===== src/hpbi_pkg.sv =====
// Shared types and constants of the half-pel bilinear interpolator.
package hpbi_pkg;

    localparam int MAX_WIDTH   = 2048;
    localparam int PIX_W       = 8;
    localparam int COL_W       = 11;
    localparam int ROW_W       = 12;
    localparam int CFG_W       = 12;
    localparam int CFG_INDEX_W = 1;
    localparam int QUEUE_DEPTH = 4;
    localparam int QPTR_W      = $clog2(QUEUE_DEPTH);
    localparam int QCNT_W      = $clog2(QUEUE_DEPTH + 1);
    localparam int GROUPS      = 4;

    // Register indexes of the configuration port
    localparam logic [CFG_INDEX_W-1:0] REG_IMAGE_WIDTH  = 1'd0;
    localparam logic [CFG_INDEX_W-1:0] REG_IMAGE_HEIGHT = 1'd1;

    // Reset values and clamp limits of the frame size
    localparam logic [CFG_W-1:0] WIDTH_RESET  = 12'd176;
    localparam logic [CFG_W-1:0] HEIGHT_RESET = 12'd144;
    localparam logic [CFG_W-1:0] SIZE_MIN     = 12'd2;
    localparam logic [CFG_W-1:0] WIDTH_MAX    = CFG_W'(MAX_WIDTH);

    // Bit positions of the group mask, in emission order
    localparam int GRP_UP_LEFT   = 0; // (x-1, y-1)
    localparam int GRP_UP        = 1; // (x,   y-1), last column
    localparam int GRP_LEFT      = 2; // (x-1, y),   last row
    localparam int GRP_CORNER    = 3; // (x,   y),   last row and column

    typedef logic [PIX_W-1:0]  pix_t;
    typedef logic [COL_W-1:0]  col_t;
    typedef logic [ROW_W-1:0]  row_t;
    typedef logic [GROUPS-1:0] mask_t;

    // One classified pixel with the neighbors its groups need
    typedef struct packed {
        pix_t  pixel;
        pix_t  above;
        pix_t  left;
        pix_t  up_left;
        col_t  x;
        row_t  y;
        mask_t mask;
    } entry_t;

    // Queue status seen by the front part
    typedef struct packed {
        logic [QCNT_W-1:0] count;
        logic              not_empty;
    } queue_status_t;

endpackage


===== src/hpbi_queue.sv =====
// Short FIFO of classified pixels between the front and back parts.
module hpbi_queue (
    input  logic                     clk,
    input  logic                     rst_n,
    input  logic                     push,
    input  hpbi_pkg::entry_t         push_entry,
    input  logic                     pop,
    output hpbi_pkg::entry_t         head,
    output hpbi_pkg::queue_status_t  status
);
    import hpbi_pkg::*;

    entry_t              slots [QUEUE_DEPTH];
    logic [QPTR_W-1:0]   wr_ptr_reg;
    logic [QPTR_W-1:0]   rd_ptr_reg;
    logic [QCNT_W-1:0]   count_reg;
    logic [QCNT_W-1:0]   count_next;

    assign head             = slots[rd_ptr_reg];
    assign status.count     = count_reg;
    assign status.not_empty = count_reg != '0;

    always_comb
    begin
        count_next = count_reg;
        if (push && !pop)
        begin
            count_next = count_reg + QCNT_W'(1);
        end
        else if (pop && !push)
        begin
            count_next = count_reg - QCNT_W'(1);
        end
    end

    // Advance pointers and count
    always_ff @(posedge clk or negedge rst_n)
    begin
        if (!rst_n)
        begin
            wr_ptr_reg <= '0;
            rd_ptr_reg <= '0;
            count_reg  <= '0;
        end
        else
        begin
            if (push)
            begin
                wr_ptr_reg <= wr_ptr_reg + QPTR_W'(1);
            end
            if (pop)
            begin
                rd_ptr_reg <= rd_ptr_reg + QPTR_W'(1);
            end
            count_reg <= count_next;
        end
    end

    // Store the entry
    always_ff @(posedge clk)
    begin
        if (push)
        begin
            slots[wr_ptr_reg] <= push_entry;
        end
    end

endmodule


===== config.mk =====
export PLATFORM = sky130hd
export DESIGN_NAME = hpbi_queue
export DESIGN_NICKNAME = d
export VERILOG_FILES = /design/src/hpbi_pkg.sv /design/src/hpbi_queue.sv
export SDC_FILE = /design/constraint.sdc
export NUM_CORES = 1
export LEC_CHECK = 0
export BUFFER_PORTS_ARGS = -buffer_cell sky130_fd_sc_hd__buf_2
export CORE_MARGIN = 3
export CORE_UTILIZATION = 55
export DETAILED_ROUTE_END_ITERATION = 7
export GPL_ROUTABILITY_DRIVEN = 1
export MAX_ROUTING_LAYER = met4
export PLACE_DENSITY = 0.77
export RECOVER_POWER = 25
export SYNTH_ARGS = -nofsm -noshare
export SYNTH_HDL_FRONTEND = slang
export SYNTH_SLANG_ARGS = --single-unit
export TNS_END_PERCENT = 30

===== constraint.sdc =====
create_clock -name clk -period 3.1 [get_ports clk]
set_input_delay 0.465 -clock clk [delete_from_list [all_inputs] [get_ports clk]]
set_output_delay 0.465 -clock clk [all_outputs]
set_load 0.02 [all_outputs]

==> run metrics <==
outcome finished, final reports clean; Tightest Hold Check Type in -> reg; mux contribution to synthesized area 0.150; global route overflow 0; htree depth 1; first-pass GRT wire length 23.8 mm; post-synth top area share 0.790; Area growth, synth to finish 16.9%; Die ar. 17900 µm²; met3 usage 0.0431; clk_lat worst skew 490 ps; antenna violations before repair 1; CP startpoint kind flip-flop; max reg flops 236; hpwl dp 8.68 mm; Max clock buf depth 3; crit-path max cell delay 650 ps; clock slew seen by the registers of the worst setup and hold paths 60 ps; Hold Fails Final Rpt 0; Layout Skew 5.84 ps; Critical R2R Capture slots[1][37]$_DFFE_PP_; crit path DAT 2210 ps; Max Clock Freq 373 MHz; largest family of logic cells by synthesized area multiplexers; fin util 0.658; FF+latch count, synth 243; DR WL/cell 21.2 µm; Setup-failing EPs final 0; setup tns final 0 ps; DRT Pass-1 Iters 4; post-synthesis simple-gate area fraction 0.00474; power per cell area 993 nW/µm²; WS Path Type reg -> out; Synth Area in XOR/XNOR 0.00586; post-synth cell types 19; row cnt 46; met1 GRT Util 0.237; routed wire length 15.2 mm; MaxCap Viol Count 0; Compound-Gate Fraction of Synth Area 0.000558; IO Port Bufs 125; R2R cell count 3; Avg Cell Area, Syn 26.2 µm²; Peak VDD IR 679 µV; largest net degree at the start of global routing 60; layout cells sized above 1 0.376; Worst Hold End slots[3][30]$_DFFE_PP_; DRC viols 0; Layout Nets 553; register area share after synthesis 0.810; Mapped Cells 342; hold_sp push_entry[30]; routed vias 3946; Slew @ Worst Pin 937 ps; Core Region 15900 µm²; Layout Cells excl Fill 717; total track usage 0.179; commonest non-fill, non-tap cells in the layout edfxtp_1, buf_2, mux4_2; CP max FO 27; Die Height 134 µm; Ys Warns 0; worst flop-to-flop path startpoint wr_ptr_reg[1]$_DFFE_PN0P_; via/cell ratio 5.50; mapped cell area 8970 µm²; crit share post-route 0.864; Worst Path Required 2630 ps; commonest non-fill, non-tap cell in the layout edfxtp_1; CTS tree yes; max_slew headroom 0.376; leakage 3.53 nW; GRT Max-Usage Layer met2; Synth area leader edfxtp_1; CTS buffer count 24; gpl congestion 0.684; Initial Util 0.563; reg-to-reg slack, setup 1240 ps; root cell of the clock tree clkbuf_16; Hold Crit Depth 1; initial drt markers 246; Post-Place Cells 673; Post-Syn Nets 411; synth top area cells edfxtp_1, mux4_2, dfrtp_1, buf_12, ha_1; vias in the first global route 4353; I/O Pins 126; RSZ-0062 raised after global routing false; Clock Sinks 243; crit-path cells buf_12 > mux4_2 > buf_2; Antenna Violating Nets Remaining 0; Die Width 134 µm; Slew Viols, Final 0; Post-Synth Adder-Cell Area 0.00921; Worst path slowest cell dfrtp_4; Tmin final 2680 ps; Critical Path Sink Type primary output; fill count 1075; met2 usage 0.292
-- final cells by class --
cell class	instances	area, µm²	share of cell area
repair buffers	130	642	0.0612
flip-flops and latches	243	7270	0.693
diodes	1	2.50	0.000239
multi-input cells	81	1540	0.147
clock inverters	13	109	0.0104
inverters	4	15.0	0.00143
clock buffers	29	641	0.0611
well taps	216	270	0.0258
-- synthesized netlist by cell type (all sizes together) --
cell type  instances
xnor2              2
nor2               1
or3                1
clkbuf             1
mux4              59
dfrtp              7
edfxtp           236
o21ai              1
nand2              2
ha                 5
and2               4
buf               13
mux2               1
fa                 1
xor2               4
inv                4
-- metal layers --
layer | vias up | routed length [µm]
met5 | - | 0
met4 | 0 | 153
met3 | 17 | 1060
met2 | 127 | 7850
met1 | 2062 | 6120
li1 | 1740 | -
-- logic make-up after synthesis --
group / after synthesis
flops: 243
mux: 60
buf+inv: 18
simple gates: 8
xor+xnor: 6
fa+ha+maj: 6
compound gates: 1
-- worst max path at each step --
stage                                         start  cells past startpoint  slack (ps)               endpoint
after floorplan           wr_ptr_reg[0]$_DFFE_PN0P_                      3         660  slots[2][0]$_DFFE_PP_
after global placement    rd_ptr_reg[0]$_DFFE_PN0P_                      3         940                head[4]
after detailed placement  rd_ptr_reg[0]$_DFFE_PN0P_                      3         930                head[4]
after CTS                 rd_ptr_reg[0]$_DFFE_PN0P_                      3         400                head[4]
after global routing      rd_ptr_reg[0]$_DFFE_PN0P_                      3         320                head[4]
final                     rd_ptr_reg[0]$_DFFE_PN0P_                      3         420                head[4]
-- worst max-delay path: cells and delay by family, from the launching register on --
family	cells	cell delay, ps
multiplexers	1	570
buffers and inverters	2	470
flip-flops	1	650
-- power by group --
| part | switching [mW] | internal [mW] | leakage, nW |
|---|---|---|---|
| registers | 0.228 | 4.32 | 2.25 |
| clock network | 1.09 | 1.63 | 0.372 |
| logic | 1.84 | 1.30 | 0.912 |
| total | 3.17 | 7.25 | 3.53 |
-- repair_timing --
| item | CTS | global route |
|---|---|---|
| resized for setup | 0 | 0 |
| hold buffers | 1 | 0 |
| setup buffers | 0 | 0 |
| hold endpoints to repair | 7 | 0 |
-- metrics by stage --
stage	cell area (µm²)	total power, mW	worst slack [ps]	hold slack [ps]
after CTS	10500	10.6	396	166
after global placement	9770	7.77	937	311
final	10500	10.4	422	190
after detailed placement	9770	7.83	928	315
after global routing	10500	10.9	324	184
after floorplan	8970	6.96	663	169
No activity file was read; power rests on OpenSTA's default activity.
