===== src/hpbi_pkg.sv =====
// Shared types and constants of the half-pel bilinear interpolator.
package hpbi_pkg;

    localparam int MAX_WIDTH   = 2048;
    localparam int PIX_W       = 8;
    localparam int COL_W       = 11;
    localparam int ROW_W       = 12;
    localparam int CFG_W       = 12;
    localparam int CFG_INDEX_W = 1;
    localparam int QUEUE_DEPTH = 4;
    localparam int QPTR_W      = $clog2(QUEUE_DEPTH);
    localparam int QCNT_W      = $clog2(QUEUE_DEPTH + 1);
    localparam int GROUPS      = 4;

    // Register indexes of the configuration port
    localparam logic [CFG_INDEX_W-1:0] REG_IMAGE_WIDTH  = 1'd0;
    localparam logic [CFG_INDEX_W-1:0] REG_IMAGE_HEIGHT = 1'd1;

    // Reset values and clamp limits of the frame size
    localparam logic [CFG_W-1:0] WIDTH_RESET  = 12'd176;
    localparam logic [CFG_W-1:0] HEIGHT_RESET = 12'd144;
    localparam logic [CFG_W-1:0] SIZE_MIN     = 12'd2;
    localparam logic [CFG_W-1:0] WIDTH_MAX    = CFG_W'(MAX_WIDTH);

    // Bit positions of the group mask, in emission order
    localparam int GRP_UP_LEFT   = 0; // (x-1, y-1)
    localparam int GRP_UP        = 1; // (x,   y-1), last column
    localparam int GRP_LEFT      = 2; // (x-1, y),   last row
    localparam int GRP_CORNER    = 3; // (x,   y),   last row and column

    typedef logic [PIX_W-1:0]  pix_t;
    typedef logic [COL_W-1:0]  col_t;
    typedef logic [ROW_W-1:0]  row_t;
    typedef logic [GROUPS-1:0] mask_t;

    // One classified pixel with the neighbors its groups need
    typedef struct packed {
        pix_t  pixel;
        pix_t  above;
        pix_t  left;
        pix_t  up_left;
        col_t  x;
        row_t  y;
        mask_t mask;
    } entry_t;

    // Queue status seen by the front part
    typedef struct packed {
        logic [QCNT_W-1:0] count;
        logic              not_empty;
    } queue_status_t;

endpackage


===== src/hpbi_ifs.sv =====


interface hpbi_group_if;
    logic                      valid;
    logic                      ready;
    logic [hpbi_pkg::PIX_W-1:0] out_top_left;
    logic [hpbi_pkg::PIX_W-1:0] out_top_right;
    logic [hpbi_pkg::PIX_W-1:0] out_bottom_left;
    logic [hpbi_pkg::PIX_W-1:0] out_bottom_right;
    logic [hpbi_pkg::COL_W-1:0] group_x;
    logic [hpbi_pkg::ROW_W-1:0] group_y;
    logic                      last_of_input;
    logic                      frame_done;

    modport source(output valid, output out_top_left, output out_top_right,
                   output out_bottom_left, output out_bottom_right, output group_x,
                   output group_y, output last_of_input, output frame_done,
                   input ready);
    modport sink(input valid, input out_top_left, input out_top_right,
                 input out_bottom_left, input out_bottom_right, input group_x,
                 input group_y, input last_of_input, input frame_done,
                 output ready);
endinterface


===== src/hpbi_back.sv =====
// Back part: expands each queued pixel into its groups and computes the averages.
module hpbi_back (
    input  logic                     clk,
    input  logic                     rst_n,
    input  hpbi_pkg::entry_t         head,
    input  hpbi_pkg::queue_status_t  q_status,
    output logic                     pop,
    hpbi_group_if.source             groups
);
    import hpbi_pkg::*;

    logic   work_valid_reg;
    entry_t work_reg;
    mask_t  work_mask_reg;
    mask_t  rest;
    logic   emit;

    logic   out_valid_reg;
    pix_t   tl_reg;
    pix_t   tr_reg;
    pix_t   bl_reg;
    pix_t   br_reg;
    col_t   gx_reg;
    row_t   gy_reg;
    logic   last_reg;
    logic   done_reg;

    pix_t   a;
    pix_t   b;
    pix_t   c;
    pix_t   d;
    col_t   gx;
    row_t   gy;
    logic   done;
    logic [PIX_W:0]   sum_tr;
    logic [PIX_W:0]   sum_bl;
    logic [PIX_W+1:0] sum_br;

    assign emit = work_valid_reg && (!out_valid_reg || groups.ready);
    assign rest = work_mask_reg & (work_mask_reg - mask_t'(1));
    assign pop  = q_status.not_empty && (!work_valid_reg || (emit && (rest == '0)));

    // Pick the earliest pending group and its corner samples
    always_comb
    begin
        a    = work_reg.pixel;
        b    = work_reg.pixel;
        c    = work_reg.pixel;
        d    = work_reg.pixel;
        gx   = work_reg.x;
        gy   = work_reg.y;
        done = 1'b0;
        priority if (work_mask_reg[GRP_UP_LEFT])
        begin
            a  = work_reg.up_left;
            b  = work_reg.above;
            c  = work_reg.left;
            gx = work_reg.x - col_t'(1);
            gy = work_reg.y - row_t'(1);
        end
        else if (work_mask_reg[GRP_UP])
        begin
            a  = work_reg.above;
            b  = work_reg.above;
            gy = work_reg.y - row_t'(1);
        end
        else if (work_mask_reg[GRP_LEFT])
        begin
            a  = work_reg.left;
            c  = work_reg.left;
            gx = work_reg.x - col_t'(1);
        end
        else
        begin
            done = 1'b1;
        end

        sum_tr = (PIX_W + 1)'(a) + (PIX_W + 1)'(b) + (PIX_W + 1)'(1);
        sum_bl = (PIX_W + 1)'(a) + (PIX_W + 1)'(c) + (PIX_W + 1)'(1);
        sum_br = (PIX_W + 2)'(a) + (PIX_W + 2)'(b) + (PIX_W + 2)'(c)
               + (PIX_W + 2)'(d) + (PIX_W + 2)'(2);
    end

    // Control: work register and output valid
    always_ff @(posedge clk or negedge rst_n)
    begin
        if (!rst_n)
        begin
            work_valid_reg <= 1'b0;
            out_valid_reg  <= 1'b0;
        end
        else
        begin
            if (pop)
            begin
                work_valid_reg <= 1'b1;
            end
            else if (emit && (rest == '0))
            begin
                work_valid_reg <= 1'b0;
            end
            if (emit)
            begin
                out_valid_reg <= 1'b1;
            end
            else if (groups.ready)
            begin
                out_valid_reg <= 1'b0;
            end
        end
    end

    // Payload: load a new entry, retire groups, register the result
    always_ff @(posedge clk)
    begin
        if (pop)
        begin
            work_reg      <= head;
            work_mask_reg <= head.mask;
        end
        else if (emit)
        begin
            work_mask_reg <= rest;
        end
        if (emit)
        begin
            tl_reg   <= a;
            tr_reg   <= sum_tr[PIX_W:1];
            bl_reg   <= sum_bl[PIX_W:1];
            br_reg   <= sum_br[PIX_W+1:2];
            gx_reg   <= gx;
            gy_reg   <= gy;
            last_reg <= rest == '0;
            done_reg <= done;
        end
    end

    assign groups.valid            = out_valid_reg;
    assign groups.out_top_left     = tl_reg;
    assign groups.out_top_right    = tr_reg;
    assign groups.out_bottom_left  = bl_reg;
    assign groups.out_bottom_right = br_reg;
    assign groups.group_x          = gx_reg;
    assign groups.group_y          = gy_reg;
    assign groups.last_of_input    = last_reg;
    assign groups.frame_done       = done_reg;

endmodule


===== src/flat_wrapper.sv =====
// flat-port wrapper written by rule: the top's interface ports become plain ports
module hpbi_back_flat import hpbi_pkg::*;
  (clk, rst_n, head, q_status, pop, groups_valid, groups_out_top_left, groups_out_top_right, groups_out_bottom_left, groups_out_bottom_right, groups_group_x, groups_group_y, groups_last_of_input, groups_frame_done, groups_ready);
  hpbi_group_if groups_i ();
  input  logic clk;
  input  logic rst_n;
  input  hpbi_pkg::entry_t head;
  input  hpbi_pkg::queue_status_t q_status;
  output logic pop;
  output wire logic [$bits(groups_i.valid)-1:0] groups_valid;
  output wire logic [$bits(groups_i.out_top_left)-1:0] groups_out_top_left;
  output wire logic [$bits(groups_i.out_top_right)-1:0] groups_out_top_right;
  output wire logic [$bits(groups_i.out_bottom_left)-1:0] groups_out_bottom_left;
  output wire logic [$bits(groups_i.out_bottom_right)-1:0] groups_out_bottom_right;
  output wire logic [$bits(groups_i.group_x)-1:0] groups_group_x;
  output wire logic [$bits(groups_i.group_y)-1:0] groups_group_y;
  output wire logic [$bits(groups_i.last_of_input)-1:0] groups_last_of_input;
  output wire logic [$bits(groups_i.frame_done)-1:0] groups_frame_done;
  input wire logic [$bits(groups_i.ready)-1:0] groups_ready;
  assign groups_valid = groups_i.valid;
  assign groups_out_top_left = groups_i.out_top_left;
  assign groups_out_top_right = groups_i.out_top_right;
  assign groups_out_bottom_left = groups_i.out_bottom_left;
  assign groups_out_bottom_right = groups_i.out_bottom_right;
  assign groups_group_x = groups_i.group_x;
  assign groups_group_y = groups_i.group_y;
  assign groups_last_of_input = groups_i.last_of_input;
  assign groups_frame_done = groups_i.frame_done;
  assign groups_i.ready = groups_ready;
  hpbi_back u_core (.clk(clk), .rst_n(rst_n), .head(head), .q_status(q_status), .pop(pop), .groups(groups_i));
endmodule

===== config.mk =====
export PLATFORM = sky130hd
export DESIGN_NAME = hpbi_back_flat
export DESIGN_NICKNAME = d
export VERILOG_FILES = /design/src/hpbi_pkg.sv /design/src/hpbi_ifs.sv /design/src/hpbi_back.sv /design/src/flat_wrapper.sv
export SDC_FILE = /design/constraint.sdc
export NUM_CORES = 1
export LEC_CHECK = 0
export ABC_AREA = 0
export BUFFER_PORTS_ARGS = -buffer_cell sky130_fd_sc_hd__buf_2
export CAP_MARGIN = 20
export CORE_MARGIN = 4
export CORE_UTILIZATION = 46
export CTS_BUF_LIST = sky130_fd_sc_hd__clkbuf_8
export CTS_CLUSTER_DIAMETER = 120
export DETAILED_ROUTE_END_ITERATION = 12
export GPL_ROUTABILITY_DRIVEN = 0
export HOLD_SLACK_MARGIN = 0.08
export PLACE_DENSITY = 0.72
export SLEW_MARGIN = 20
export SYNTH_ARGS = -nofsm -noshare
export SYNTH_HDL_FRONTEND = slang
export SYNTH_SLANG_ARGS = --single-unit

===== constraint.sdc =====
create_clock -name clk -period 4.4 [get_ports clk]
set_clock_uncertainty 0.15 [all_clocks]
set_input_delay 0.88 -clock clk [delete_from_list [all_inputs] [get_ports clk]]
set_output_delay 0.88 -clock clk [all_outputs]
set_load 0.03 [all_outputs]

==> flow_summary_export.csv <==
group,metric,value,unit
status,status,"complete, no violations",
clocking,clkTransAtPathRegs,70,ps
clocking,root_buffer,"clkbuf_8",
finish,fin_nets,732,
worst_setup_path,cp-start-kind,"register",
worst_setup_path,arrival,4320,ps
clocking,cts_max_path_buffers,2,
worst_setup_path,critPathKind,"register to register",
floorplanning,num_rows,41,
global_route,grt_overflow,0,
logic_synthesis,ys_seq_elements,118,
timing,maxSlewHeadroom,37.5,%
place,portBuffers,121,
logic_synthesis,synth_ff_type,"edfxtp_1",
global_route,grtUsageTotal,18.0,%
timing,setup_viol,0,
route,vias,4002,
clocking,htree_levels,4,
finish,multi_input_area,2240,um^2
global_route,antenna_found_initial,0,
worst_hold_path,worstHoldPathCells,1,
route,drc,0,
worst_hold_path,hold_path.class,"register to register",
route,drtIter0Drc,222,
route,postRouteWirelength,12500,um
route,drt-wirelength-per-cell,15.3,um
finish,register_area,3530,um^2
logic_synthesis,syn_inst,454,
floorplanning,core-area,12600,um^2
clocking,clock_latency,430,ps
timing,max_freq,233,MHz
worst_setup_path,r2r_cells,18,
finish,area_growth,28.5,%
worst_setup_path,r2r_slack,100,ps
place,pre_cts_ws,-119,ps
floorplanning,initial_core_util,46.8,%
timing,min_period,4300,ps
timing,finalCritPeriodShare,97.7,%
timing,setup_slack,103,ps
finish,largest_reg_flops,47,
route,via_per_inst,4.92,
finish,mostFrequentLayoutCells,"121 x buf_2, 116 x edfxtp_1, 46 x inv_1",
finish,antenna_cells,0,
logic_synthesis,seq_area_frac_synth,60.0,%
clocking,numCtsBuffers,17,
floorplanning,die_h,121,um
worst_hold_path,hp-start,"u_core.work_reg[15]",
floorplanning,ioPinCount,125,
finish,drive_gt1_share,36.3,%
floorplanning,die-area,14700,um^2
finish,final_common_cell,"buf_2",
floorplanning,die_w,121,um
worst_setup_path,r2r-end,"u_core.groups.out_bottom_right[6]",
worst_setup_path,rr_startpoint,"u_core.work_mask_reg[1]",
flow_run,maxCapViolations,0,
worst_hold_path,hold_end,"u_core.groups.group_y[11]",
route,first_pass_iters,4,
route,ant_nets,0,
timing,fin_hold_ws,414,ps
global_route,grt_pass1_vias,4296,
logic_synthesis,ys_warn_count,0,
logic_synthesis,synth.avg_cell_area,13.0,um^2
clocking,clkSinkCount,118,
finish,num-fill-cells,992,
worst_setup_path,cp-end-kind,"register",
logic_synthesis,synth_area,5890,um^2
timing,slew_viol_final,0,
timing,hold_viol_final,0,
timing,worst_pin_slew,937,ps
clocking,cts_tree,"done",
global_route,grt_pass1_wl,20500,um
place,place_hpwl,9510,um
logic_synthesis,synthArstFlopShare,1.69,%
logic_synthesis,synth_enable_flop_cells,116,
worst_setup_path,cp_max_fo,5,
worst_setup_path,cp.required,4420,ps
logic_synthesis,syn_nets,557,
logic_synthesis,ys_types,51,
global_route,grt_max_degree,64,
cell families after synthesis:
family,Yosys count,share of synthesized area [%]
flops,118,60.0
fa+ha+maj,38,9.31
compound gates,87,8.99
xor+xnor,45,6.70
simple gates,92,8.16
mux,17,3.08
buf+inv,57,3.72
worst max path at each step:
stage / from / depth (start not counted) / slack, ps / to
after floorplan: u_core.work_mask_reg[0] / 19 / 3 / u_core.groups.out_bottom_right[6]
after global placement: u_core.work_mask_reg[0] / 16 / 10 / u_core.groups.out_bottom_right[6]
after detailed placement: u_core.work_mask_reg[0] / 17 / -120 / u_core.groups.out_bottom_right[6]
after CTS: u_core.work_mask_reg[0] / 17 / 2 / u_core.groups.out_bottom_right[6]
after global routing: u_core.work_mask_reg[1] / 18 / -90 / u_core.groups.out_bottom_right[6]
final: u_core.work_mask_reg[1] / 18 / 100 / u_core.groups.out_bottom_right[6]
cell type report:
| cell class | count | share of cell area, % |
|---|---|---|
| Timing Repair Buffer | 167 | 12.9 |
| Clock inverter | 15 | 2.53 |
| Multi-Input combinational cell | 279 | 29.7 |
| Inverter | 46 | 2.28 |
| Tap cell | 172 | 2.85 |
| Sequential cell | 118 | 46.7 |
| Clock buffer | 17 | 3.09 |
critical path, cell delays in order (launching register included):
cell,delay (ps)
edfxtp_1,470
nor2_4,200
buf_6,140
mux2_4,310
buf_4,140
ha_1,300
a21oi_2,140
nor2_1,60
nor2_2,170
o21ai_1,110
xnor2_1,160
fa_1,510
inv_1,50
ha_1,320
buf_4,150
a221oi_2,250
o21ai_1,120
a31oi_2,200
xnor2_1,90
through the flow:
step	cell area, um^2	TNS [ps]	utilization (%)	cells
2_1_floorplan	5910	0	-	454
3_3_place_gp	6950	0	55.3	772
3_5_place_dp	6950	-229	55.3	772
4_1_cts	7410	0	58.9	807
5_1_grt	7560	-180	60.2	814
6_report	7560	0	60.2	814
cell usage after synthesis, types with 9 or more instances:
master    number  share of area [%]
mux2_2         9                1.7
xor2_1        18                2.7
ha_1          27                5.7
a21o_1        10                1.3
o21ai_0       25                2.1
a21oi_1       30                2.6
fa_1          10                3.4
inv_1         46                2.9
edfxtp_1     116                 59
xnor2_1       27                4.0
nor2_1        26                1.7
nand2_1       26                1.7
repair_timing:
item	CTS	global route
endpoints found under the setup margin	3	4
buffers inserted	2	7
gates resized for setup	5	23
hold endpoints to repair	2	0
hold buffers	1	0
pin swaps	2	12
layer usage:
metal | global-route usage, % | routed length, um | up-vias
li1 | - | - | 1987
met1 | 22.1 | 5230 | 1877
met2 | 29.6 | 6080 | 118
met3 | 5.55 | 924 | 20
met4 | 7.58 | 244 | 0
met5 | 0 | 0 | -
Power is left out: the tool's default activity adds up to more than one toggle a clock period on the data nets, which glitch-free logic cannot reach.
